### config.mk
export PLATFORM = sky130hd
export DESIGN_NAME = per_channel_clamped_running_median
export DESIGN_NICKNAME = d
export VERILOG_FILES = /design/src/rtl/pcrm_pkg.sv /design/src/rtl/per_channel_clamped_running_median.sv /design/src/rtl/pcrm_window.sv /design/src/rtl/pcrm_sort.sv
export VERILOG_INCLUDE_DIRS = /design/src /design/src/rtl
export SDC_FILE = /design/constraint.sdc
export NUM_CORES = 2
export LEC_CHECK = 0
export ABC_AREA = 1
export BUFFER_PORTS_ARGS = -buffer_cell sky130_fd_sc_hd__buf_2
export CAP_MARGIN = 20
export CORE_ASPECT_RATIO = 1.75
export CORE_MARGIN = 2
export CORE_UTILIZATION = 41
export DETAILED_ROUTE_END_ITERATION = 7
export PLACE_DENSITY = 0.66
export RECOVER_POWER = 100
export SYNTH_ARGS = -nofsm -noshare
export SYNTH_HDL_FRONTEND = slang
export SYNTH_SLANG_ARGS = --single-unit
### constraint.sdc
create_clock -name clk_i -period 5.81 [get_ports clk_i]
set_input_delay 0.2905 -clock clk_i [delete_from_list [all_inputs] [get_ports clk_i]]
set_output_delay 0.2905 -clock clk_i [all_outputs]
set_load 0.05 [all_outputs]
### src/rtl/per_channel_clamped_running_median_assert.svh
// ----------------------------------------------------------------------------
// Assertion macros for the clamped running median block
// Shared property wrappers clocked on clk_i and disabled while rst_ni is low.
// ----------------------------------------------------------------------------
`ifndef PER_CHANNEL_CLAMPED_RUNNING_MEDIAN_ASSERT_SVH
`define PER_CHANNEL_CLAMPED_RUNNING_MEDIAN_ASSERT_SVH

// The consequent must hold in the same cycle as the antecedent.
`define PCRM_ASSERT_SAME(label, ante, cons, msg) \
  label: assert property (@(posedge clk_i) disable iff (!rst_ni) (ante) |-> (cons)) \
    else $error(msg);

// The consequent must hold in the cycle after the antecedent.
`define PCRM_ASSERT_NEXT(label, ante, cons, msg) \
  label: assert property (@(posedge clk_i) disable iff (!rst_ni) (ante) |=> (cons)) \
    else $error(msg);

`endif

### src/rtl/pcrm_pkg.sv
// ----------------------------------------------------------------------------
// pcrm_pkg
// Types and constants shared by the clamped running median block.
// ----------------------------------------------------------------------------
package pcrm_pkg;

  localparam int FINGER_W = 3;
  localparam int IN_FORCE_W = 24;
  localparam int FORCE_W = 23;
  localparam int CHANNELS_DEFAULT = 5;
  localparam int WINDOW_DEFAULT = 8;

  typedef logic [FORCE_W-1:0] force_t;

  typedef struct packed {
    logic [FINGER_W-1:0]          finger;
    logic signed [IN_FORCE_W-1:0] simple_sum_force;
    logic signed [IN_FORCE_W-1:0] weighted_sum_force;
  } in_t;

  typedef struct packed {
    logic [FINGER_W-1:0] channel;
    force_t              clamped_force;
    force_t              median_force;
  } out_t;

  typedef struct packed {
    logic   touched;
    force_t old_force;
  } win_old_t;

  typedef struct packed {
    logic   valid;
    logic   touched;
    force_t old_force;
    force_t new_force;
  } sort_start_t;

  typedef struct packed {
    logic   done;
    force_t median;
  } sort_res_t;

endpackage

### src/rtl/per_channel_clamped_running_median.sv
// ----------------------------------------------------------------------------
// per_channel_clamped_running_median
// Accepts a new sample only in the idle state, once the previous result has
// been loaded into the output register; the rate is set by the walk over the
// sorted window memory, one entry per cycle through its single read port.
// Reset clears write pointers, wrap flags and the mode register; window entries
// read as zero until written, so there is no clearing pass.
// ----------------------------------------------------------------------------
module per_channel_clamped_running_median #(
  parameter int CHANNELS = pcrm_pkg::CHANNELS_DEFAULT,
  parameter int WINDOW   = pcrm_pkg::WINDOW_DEFAULT
) (
  input  logic           clk_i,
  input  logic           rst_ni,
  input  logic           in_valid_i,
  output logic           in_ready_o,
  input  pcrm_pkg::in_t  in_data_i,
  output logic           out_valid_o,
  input  logic           out_ready_i,
  output pcrm_pkg::out_t out_data_o,
  input  logic           cfg_valid_i,
  output logic           cfg_ready_o,
  input  logic           cfg_data_i
);
  import pcrm_pkg::*;

`include "per_channel_clamped_running_median_assert.svh"

  localparam int CW = $clog2(CHANNELS > 1 ? CHANNELS : 2);

  localparam logic [1:0] S_IDLE = 2'd0;
  localparam logic [1:0] S_OLD  = 2'd1;
  localparam logic [1:0] S_WALK = 2'd2;
  localparam logic [1:0] S_OUT  = 2'd3;

  logic [1:0]  state_q, state_d;
  logic        use_weighted_q;
  logic        out_valid_q;
  out_t        out_q;
  logic [CW-1:0] ch_q;
  force_t      new_q;

  logic signed [IN_FORCE_W-1:0] sel;
  force_t      clamped;
  logic        in_range;
  logic        accept;
  logic        push;
  logic [CW-1:0] in_ch;
  logic        slot_free;
  logic        load;
  win_old_t    win_old;
  sort_start_t sort_start;
  sort_res_t   sort_res;

  assign cfg_ready_o = 1'b1;
  assign in_ready_o  = (state_q == S_IDLE);
  assign accept      = in_valid_i && in_ready_o;
  assign sel         = use_weighted_q ? in_data_i.weighted_sum_force
                                      : in_data_i.simple_sum_force;
  assign clamped     = sel[IN_FORCE_W-1] ? '0 : sel[FORCE_W-1:0];
  assign in_range    = {2'b00, in_data_i.finger} < 5'(CHANNELS);
  assign in_ch       = CW'(in_data_i.finger);
  assign push        = accept && in_range;
  assign slot_free   = !out_valid_q || out_ready_i;

  always_comb begin
    state_d = state_q;
    load    = 1'b0;
    unique case (state_q)
      S_IDLE: begin
        if (push) begin
          state_d = S_OLD;
        end
      end
      S_OLD: begin
        state_d = S_WALK;
      end
      S_WALK: begin
        if (sort_res.done) begin
          if (slot_free) begin
            load    = 1'b1;
            state_d = S_IDLE;
          end else begin
            state_d = S_OUT;
          end
        end
      end
      S_OUT: begin
        if (slot_free) begin
          load    = 1'b1;
          state_d = S_IDLE;
        end
      end
      default: state_d = S_IDLE;
    endcase
  end

  always_ff @(posedge clk_i or negedge rst_ni) begin
    if (!rst_ni) begin
      state_q        <= S_IDLE;
      use_weighted_q <= 1'b0;
      out_valid_q    <= 1'b0;
    end else begin
      state_q <= state_d;
      if (cfg_valid_i) begin
        use_weighted_q <= cfg_data_i;
      end
      if (load) begin
        out_valid_q <= 1'b1;
      end else if (out_ready_i) begin
        out_valid_q <= 1'b0;
      end
    end
  end

  always_ff @(posedge clk_i) begin
    if (push) begin
      ch_q  <= in_ch;
      new_q <= clamped;
    end
    if (load) begin
      out_q.channel       <= FINGER_W'(ch_q);
      out_q.clamped_force <= new_q;
      out_q.median_force  <= sort_res.median;
    end
  end

  assign sort_start.valid     = (state_q == S_OLD);
  assign sort_start.touched   = win_old.touched;
  assign sort_start.old_force = win_old.old_force;
  assign sort_start.new_force = new_q;

  pcrm_window #(
    .CHANNELS(CHANNELS),
    .WINDOW  (WINDOW)
  ) u_window (
    .clk_i  (clk_i),
    .rst_ni (rst_ni),
    .push_i (push),
    .ch_i   (in_ch),
    .force_i(clamped),
    .old_o  (win_old)
  );

  pcrm_sort #(
    .CHANNELS(CHANNELS),
    .WINDOW  (WINDOW)
  ) u_sort (
    .clk_i  (clk_i),
    .rst_ni (rst_ni),
    .start_i(sort_start),
    .ch_i   (ch_q),
    .res_o  (sort_res)
  );

  assign out_valid_o = out_valid_q;
  assign out_data_o  = out_q;

  `PCRM_ASSERT_SAME(a_done_in_walk, sort_res.done, state_q == S_WALK, "sort done outside walk")
  `PCRM_ASSERT_NEXT(a_push_starts, push, state_q == S_OLD, "push did not start a read")
  `PCRM_ASSERT_SAME(a_out_rise, $rose(out_valid_q),
                    $past(state_q) == S_WALK || $past(state_q) == S_OUT,
                    "result appeared without a finished walk")

endmodule

### src/rtl/pcrm_window.sv
// ----------------------------------------------------------------------------
// pcrm_window
// Ring buffer memory of raw samples with per-channel write pointers. A push
// writes the new sample and returns the sample it replaces in the next cycle.
// ----------------------------------------------------------------------------
module pcrm_window #(
  parameter int CHANNELS = pcrm_pkg::CHANNELS_DEFAULT,
  parameter int WINDOW   = pcrm_pkg::WINDOW_DEFAULT
) (
  input  logic                                        clk_i,
  input  logic                                        rst_ni,
  input  logic                                        push_i,
  input  logic [$clog2(CHANNELS > 1 ? CHANNELS : 2)-1:0] ch_i,
  input  pcrm_pkg::force_t                            force_i,
  output pcrm_pkg::win_old_t                          old_o
);
  import pcrm_pkg::*;

  localparam int CW = $clog2(CHANNELS > 1 ? CHANNELS : 2);
  localparam int IW = $clog2(WINDOW > 1 ? WINDOW : 2);
  localparam int DEPTH = CHANNELS << IW;
  localparam logic [IW-1:0] LAST_IDX = IW'(WINDOW - 1);

  logic [IW-1:0] wp_q [CHANNELS];
  logic          wrap_q [CHANNELS];
  force_t        mem_q [DEPTH];
  force_t        rdata_q;
  logic          old_valid_q;
  logic          touched_q;
  logic [IW-1:0] wp;
  logic [CW+IW-1:0] addr;

  assign wp   = wp_q[ch_i];
  assign addr = {ch_i, wp};

  always_ff @(posedge clk_i or negedge rst_ni) begin
    if (!rst_ni) begin
      for (int c = 0; c < CHANNELS; c++) begin
        wp_q[c]   <= '0;
        wrap_q[c] <= 1'b0;
      end
    end else if (push_i) begin
      if (wp == LAST_IDX) begin
        wp_q[ch_i]   <= '0;
        wrap_q[ch_i] <= 1'b1;
      end else begin
        wp_q[ch_i] <= wp + 1'b1;
      end
    end
  end

  always_ff @(posedge clk_i) begin
    if (push_i) begin
      rdata_q     <= mem_q[addr];
      mem_q[addr] <= force_i;
      old_valid_q <= wrap_q[ch_i];
      touched_q   <= wrap_q[ch_i] | (wp != '0);
    end
  end

  assign old_o.touched   = touched_q;
  assign old_o.old_force = old_valid_q ? rdata_q : '0;

endmodule

### src/rtl/pcrm_sort.sv
// ----------------------------------------------------------------------------
// pcrm_sort
// Sorted copy of each channel window in memory. One walk reads the sorted
// entries in order, drops the replaced sample, merges in the new one, writes
// the list back and captures the two middle entries for the median.
// ----------------------------------------------------------------------------
module pcrm_sort #(
  parameter int CHANNELS = pcrm_pkg::CHANNELS_DEFAULT,
  parameter int WINDOW   = pcrm_pkg::WINDOW_DEFAULT
) (
  input  logic                                        clk_i,
  input  logic                                        rst_ni,
  input  pcrm_pkg::sort_start_t                       start_i,
  input  logic [$clog2(CHANNELS > 1 ? CHANNELS : 2)-1:0] ch_i,
  output pcrm_pkg::sort_res_t                         res_o
);
  import pcrm_pkg::*;

  localparam int CW = $clog2(CHANNELS > 1 ? CHANNELS : 2);
  localparam int IW = $clog2(WINDOW > 1 ? WINDOW : 2);
  localparam int DEPTH = CHANNELS << IW;
  localparam logic [IW:0]   WIN_CNT = (IW + 1)'(WINDOW);
  localparam logic [IW:0]   LAST_RD = (IW + 1)'(WINDOW - 1);
  localparam logic [IW-1:0] MID_LO = IW'((WINDOW - 1) / 2);
  localparam logic [IW-1:0] MID_HI = IW'(WINDOW / 2);

  force_t           mem_q [DEPTH];
  force_t           rdata_q;
  logic             busy_q, dval_q, dlast_q, fin_q, done_q;
  logic [CW-1:0]    ch_q;
  logic             touched_q, removed_q;
  force_t           old_q, carry_q, lo_q, hi_q;
  logic [IW:0]      rd_idx_q;
  logic [IW-1:0]    wr_idx_q;

  logic             rd_go;
  logic [IW:0]      rd_cur;
  logic [CW+IW-1:0] rd_addr;
  force_t           elem;
  logic             skip;
  logic             wr_en;
  force_t           wr_data;
  logic [FORCE_W:0] mid_sum;

  always_comb begin
    rd_go   = 1'b0;
    rd_cur  = rd_idx_q;
    rd_addr = {ch_q, rd_idx_q[IW-1:0]};
    if (start_i.valid) begin
      rd_go   = 1'b1;
      rd_cur  = '0;
      rd_addr = {ch_i, {IW{1'b0}}};
    end else if (busy_q && (rd_idx_q < WIN_CNT)) begin
      rd_go = 1'b1;
    end
  end

  assign elem    = touched_q ? rdata_q : '0;
  assign skip    = !removed_q && (elem == old_q);
  assign wr_en   = (dval_q && !skip) || fin_q;
  assign wr_data = fin_q ? carry_q : ((carry_q <= elem) ? carry_q : elem);

  always_ff @(posedge clk_i or negedge rst_ni) begin
    if (!rst_ni) begin
      busy_q  <= 1'b0;
      dval_q  <= 1'b0;
      dlast_q <= 1'b0;
      fin_q   <= 1'b0;
      done_q  <= 1'b0;
    end else begin
      dval_q  <= rd_go;
      dlast_q <= rd_go && (rd_cur == LAST_RD);
      fin_q   <= dval_q && dlast_q;
      done_q  <= fin_q;
      if (start_i.valid) begin
        busy_q <= 1'b1;
      end else if (fin_q) begin
        busy_q <= 1'b0;
      end
    end
  end

  always_ff @(posedge clk_i) begin
    if (start_i.valid) begin
      ch_q      <= ch_i;
      touched_q <= start_i.touched;
      old_q     <= start_i.old_force;
      carry_q   <= start_i.new_force;
      removed_q <= 1'b0;
      rd_idx_q  <= (IW + 1)'(1);
      wr_idx_q  <= '0;
    end else begin
      if (rd_go) begin
        rd_idx_q <= rd_idx_q + 1'b1;
      end
      if (dval_q) begin
        if (skip) begin
          removed_q <= 1'b1;
        end else begin
          carry_q  <= (carry_q <= elem) ? elem : carry_q;
          wr_idx_q <= wr_idx_q + 1'b1;
        end
      end
    end
  end

  always_ff @(posedge clk_i) begin
    rdata_q <= mem_q[rd_addr];
    if (wr_en) begin
      mem_q[{ch_q, wr_idx_q}] <= wr_data;
      if (wr_idx_q == MID_LO) begin
        lo_q <= wr_data;
      end
      if (wr_idx_q == MID_HI) begin
        hi_q <= wr_data;
      end
    end
  end

  assign mid_sum      = {1'b0, lo_q} + {1'b0, hi_q};
  assign res_o.done   = done_q;
  assign res_o.median = mid_sum[FORCE_W:1];

endmodule

==> metrics.txt <==
Synth async-reset ratio 1.38%; Clk network pwr share 26.3%; Max Cap Viol 56; Starting Density 41.3%; DR iter-0 viols 5,866; Final min period 5.18 ns; crit path kind reg -> reg; Die Y 613 µm; Yosys warnings 0; final hold slack 0.173 ns; Cell Rows 223; Detail Route Antenna Nets 0; FILL cells 18,857; Total GRT Usage 23.2%; WP buf/inv 2; Final Instance Area 0.0970 mm²; Max VDD drop 0.000378 V; slack of the critical path 0.626 ns; Max Clock Freq 193 MHz; DRC 0; Leakage Power 34.6 nW; Setup Skew 0.0928 ns; clk_lat worst skew 0.87 ns; Mapped Avg Cell Area 12.2 µm²; Register Area 0.0625 mm²; Post-synth EDFFs 2,036; NumNets Final 7,355; initial antenna violation count 9; Pint 0.0302 W; largest fanout on the critical path 23; via count 56,055; die area 0.216 mm²; ratio of cells with drive above 1 in the final layout 14.7%; Num CTS Buffers 189; Slew Viols, Final 1,877; Req. time, crit path 6.18 ns; die width 352 µm; CTS tree built; main flop type after synthesis edfxtp_1; status finished with violations; Post-Route Setup TNS 0 ns; total grt overflow 0; drt pass-1 iters 7; Area Growth Syn to Fin 11.4%; failing checks capacitance limit, slew limit; CP endpoint kind flip-flop; H-tree depth 4; Pwr Total 0.0468 W; Place WS 0.874 ns; CTS Buffer Depth 4; PostCTS Resize Cnt 0; unrepaired setup endpoints after global routing false; switching power share of the total 35.4%; I/O Pins 109; Syn Inst Count 7,149; multi-input logic area 0.0225 mm²; placed cell area 0.0916 mm²; CP peak stage delay 1.60 ns; IO buf count 107; relative slew slack -91.3%; Comb pwr share 30.4%; Netlist Area Pre-Place 0.0870 mm²; first-pass GRT wire length 370,000 µm; Synth cell types 48; crit-path leading delay family buffers and inverters; Startpoint Class flip-flop; vias in the first global route 55,131; final worst-path cycle share 89.2%; Seq cells post-synth 2,096; slowest CP cell clkbuf_1; routed length per instance 25.2 µm; P per Cell Area 482 mW/mm²; worst slew pin tran 2.87 ns; Arr. time, crit path 5.55 ns; Core Area 0.211 mm²; Final Hold Fails 0; Hold Crit Class in -> reg; register area share after synthesis 71.8%; clock sink count 2,096; post-synth net total 7,259; Vias/cell 5.49; largest net degree at the start of global routing 170; gpl congestion 0.960; sequence of cells on the critical path clkbuf_1 -> nand2_1 -> or2_2 -> o2111ai_1 -> nor3_1 -> nand4_1 -> nand2_1 -> nand2_1 -> nand2_1 -> nor2_2 -> clkbuf_1; Crit path top cell by count nand2_1; final setup fails 0; WL final 258,000 µm; Seq pwr share 43.3%; DP Wirelength 156,000 µm; CTS clock-pin slew for the worst setup and hold paths 0.07 ns; Root Buffer clkbuf_16; Net Switching 0.0165 W
-- power by group through the flow --
| stage | Clock [W] | Combinational [W] | Sequential, W |
|---|---|---|---|
| floorplan | 0 | 0.00857 | 0.0206 |
| global placement | 0 | 0.0140 | 0.0205 |
| detailed placement | 0 | 0.0142 | 0.0205 |
| CTS | 0.0124 | 0.0143 | 0.0202 |
| global route | 0.0130 | 0.0153 | 0.0203 |
| finish | 0.0123 | 0.0142 | 0.0203 |
-- layout by cell type (no fill, tap or decap), types with 8 or more instances in the layout --
cell type	n
o21bai_1	30
nor2_1	330
clkbuf_16	191
buf_2	53
edfxtp_1	2036
inv_2	8
clkinv_2	35
nor2_4	9
o21ai_0	205
nand3_1	575
nand4_1	13
buf_4	62
or2_2	526
clkinvlp_4	14
inv_1	154
nor2_2	54
ha_1	52
o211ai_1	371
a21oi_1	59
dfxtp_1	31
clkinv_1	20
bufinv_16	14
nand2_1	1922
xnor2_1	9
clkbuf_2	54
o22ai_1	51
xor2_1	22
clkbuf_1	150
or2_0	67
clkinv_4	8
or2_1	124
o21ai_1	10
dfrtp_1	29
buf_12	21
-- what timing repair did --
action                                 in CTS  in global routing
hold buffers                                7                  0
buffers inserted                            0                  0
endpoints found under the hold margin      37                  0
-- path summary, 6_finish.rpt --
kind                       slack, ns                        from  cells past startpoint                            to
max                             0.63  u_sort.touched_q$_DFFE_PP_                     11  u_sort.mem_q[6][0]$_DFFE_PP_
min                             0.17                  cfg_data_i                      4    use_weighted_q$_DFFE_PN0P_
max reg2reg                     0.63  u_sort.touched_q$_DFFE_PP_                     11  u_sort.mem_q[6][0]$_DFFE_PP_
min reg2reg                     0.40      u_sort.fin_q$_DFF_PN0_                      0       u_sort.done_q$_DFF_PN0_
max in group asynchronous       3.79                      rst_ni                      2       u_sort.done_q$_DFF_PN0_
min in group asynchronous       0.64                      rst_ni                      2    use_weighted_q$_DFFE_PN0P_
-- final cells by class --
cell class / instances / area share (%)
antenna: 5 / 0.0129
clock buffer: 237 / 5.17
clock inverter: 97 / 0.942
inverter: 165 / 0.654
multi-input combinational: 4485 / 23.2
sequential: 2096 / 64.4
tap: 2812 / 3.63
timing repair buffer: 308 / 1.98
-- per-stage QoR --
| stage | util (%) | std cells |
|---|---|---|
| floorplan | - | 7149 |
| detailed placement | 43.4 | 9852 |
| CTS | 46.3 | 10193 |
| finish | 46.0 | 10205 |
| global route | 46.0 | 10201 |
| global placement | 43.4 | 9851 |
-- synth_stat cells, types with 59 or more instances --
cell         n  area, µm²
edfxtp_1  2036      61100
nand2_1   1923       7220
nand3_1    575       2880
or2_2      526       3290
nor2_1     385       1450
o211ai_1   371       2790
clkbuf_1   223        837
o21ai_0    212       1060
inv_1      154        578
or2_1      124        776
buf_2      120        601
or2_0       67        419
a21oi_1     59        295
-- per-layer routing --
| layer | GRT usage, % | routed length (µm) |
|---|---|---|
| met1 | 25.5 | 89800 |
| met3 | 3.01 | 16600 |
| met4 | 16.6 | 20300 |
| met5 | 0 | 21 |
| met2 | 41.3 | 131000 |
-- sequential cells by signal (all words and copies together) (netlist names), 2 cells and up --
register,flops
u_sort.wr_idx_q,3
u_sort.mem_q,920
new_q,23
u_sort.rdata_q,23
ch_q,3
u_sort.ch_q,3
out_data_o,49
u_sort.rd_idx_q,4
u_window.wp_q,15
u_sort.hi_q,23
u_window.rdata_q,23
u_window.wrap_q,5
u_sort.old_q,23
state_q,2
u_sort.lo_q,23
u_window.mem_q,920
u_sort.carry_q,23
-- worst reg2reg max path, stage by stage, from the launching register on --
cell       delay, ns
edfxtp_1        0.53
clkbuf_1        0.66
nand2_1         0.36
or2_2           0.37
o2111ai_1       0.08
nor3_1          0.07
nand4_1         0.33
nand2_1         0.14
nand2_1         0.24
nand2_1         0.25
nor2_2          0.14
clkbuf_1        1.60
-- cells by family after synthesis --
group	count (synthesis)	share of synthesized area (%)
multiplexers	1	0.0115
flip-flops	2096	71.8
XOR/XNOR	31	0.312
adder cells (fa/ha/maj)	53	0.771
other	1	0.00431
buffers and inverters	568	2.71
AND/OR/NAND/NOR	3645	18.8
AO/OA/AOI/OAI	754	5.61
(Power assumes the default switching activity.)
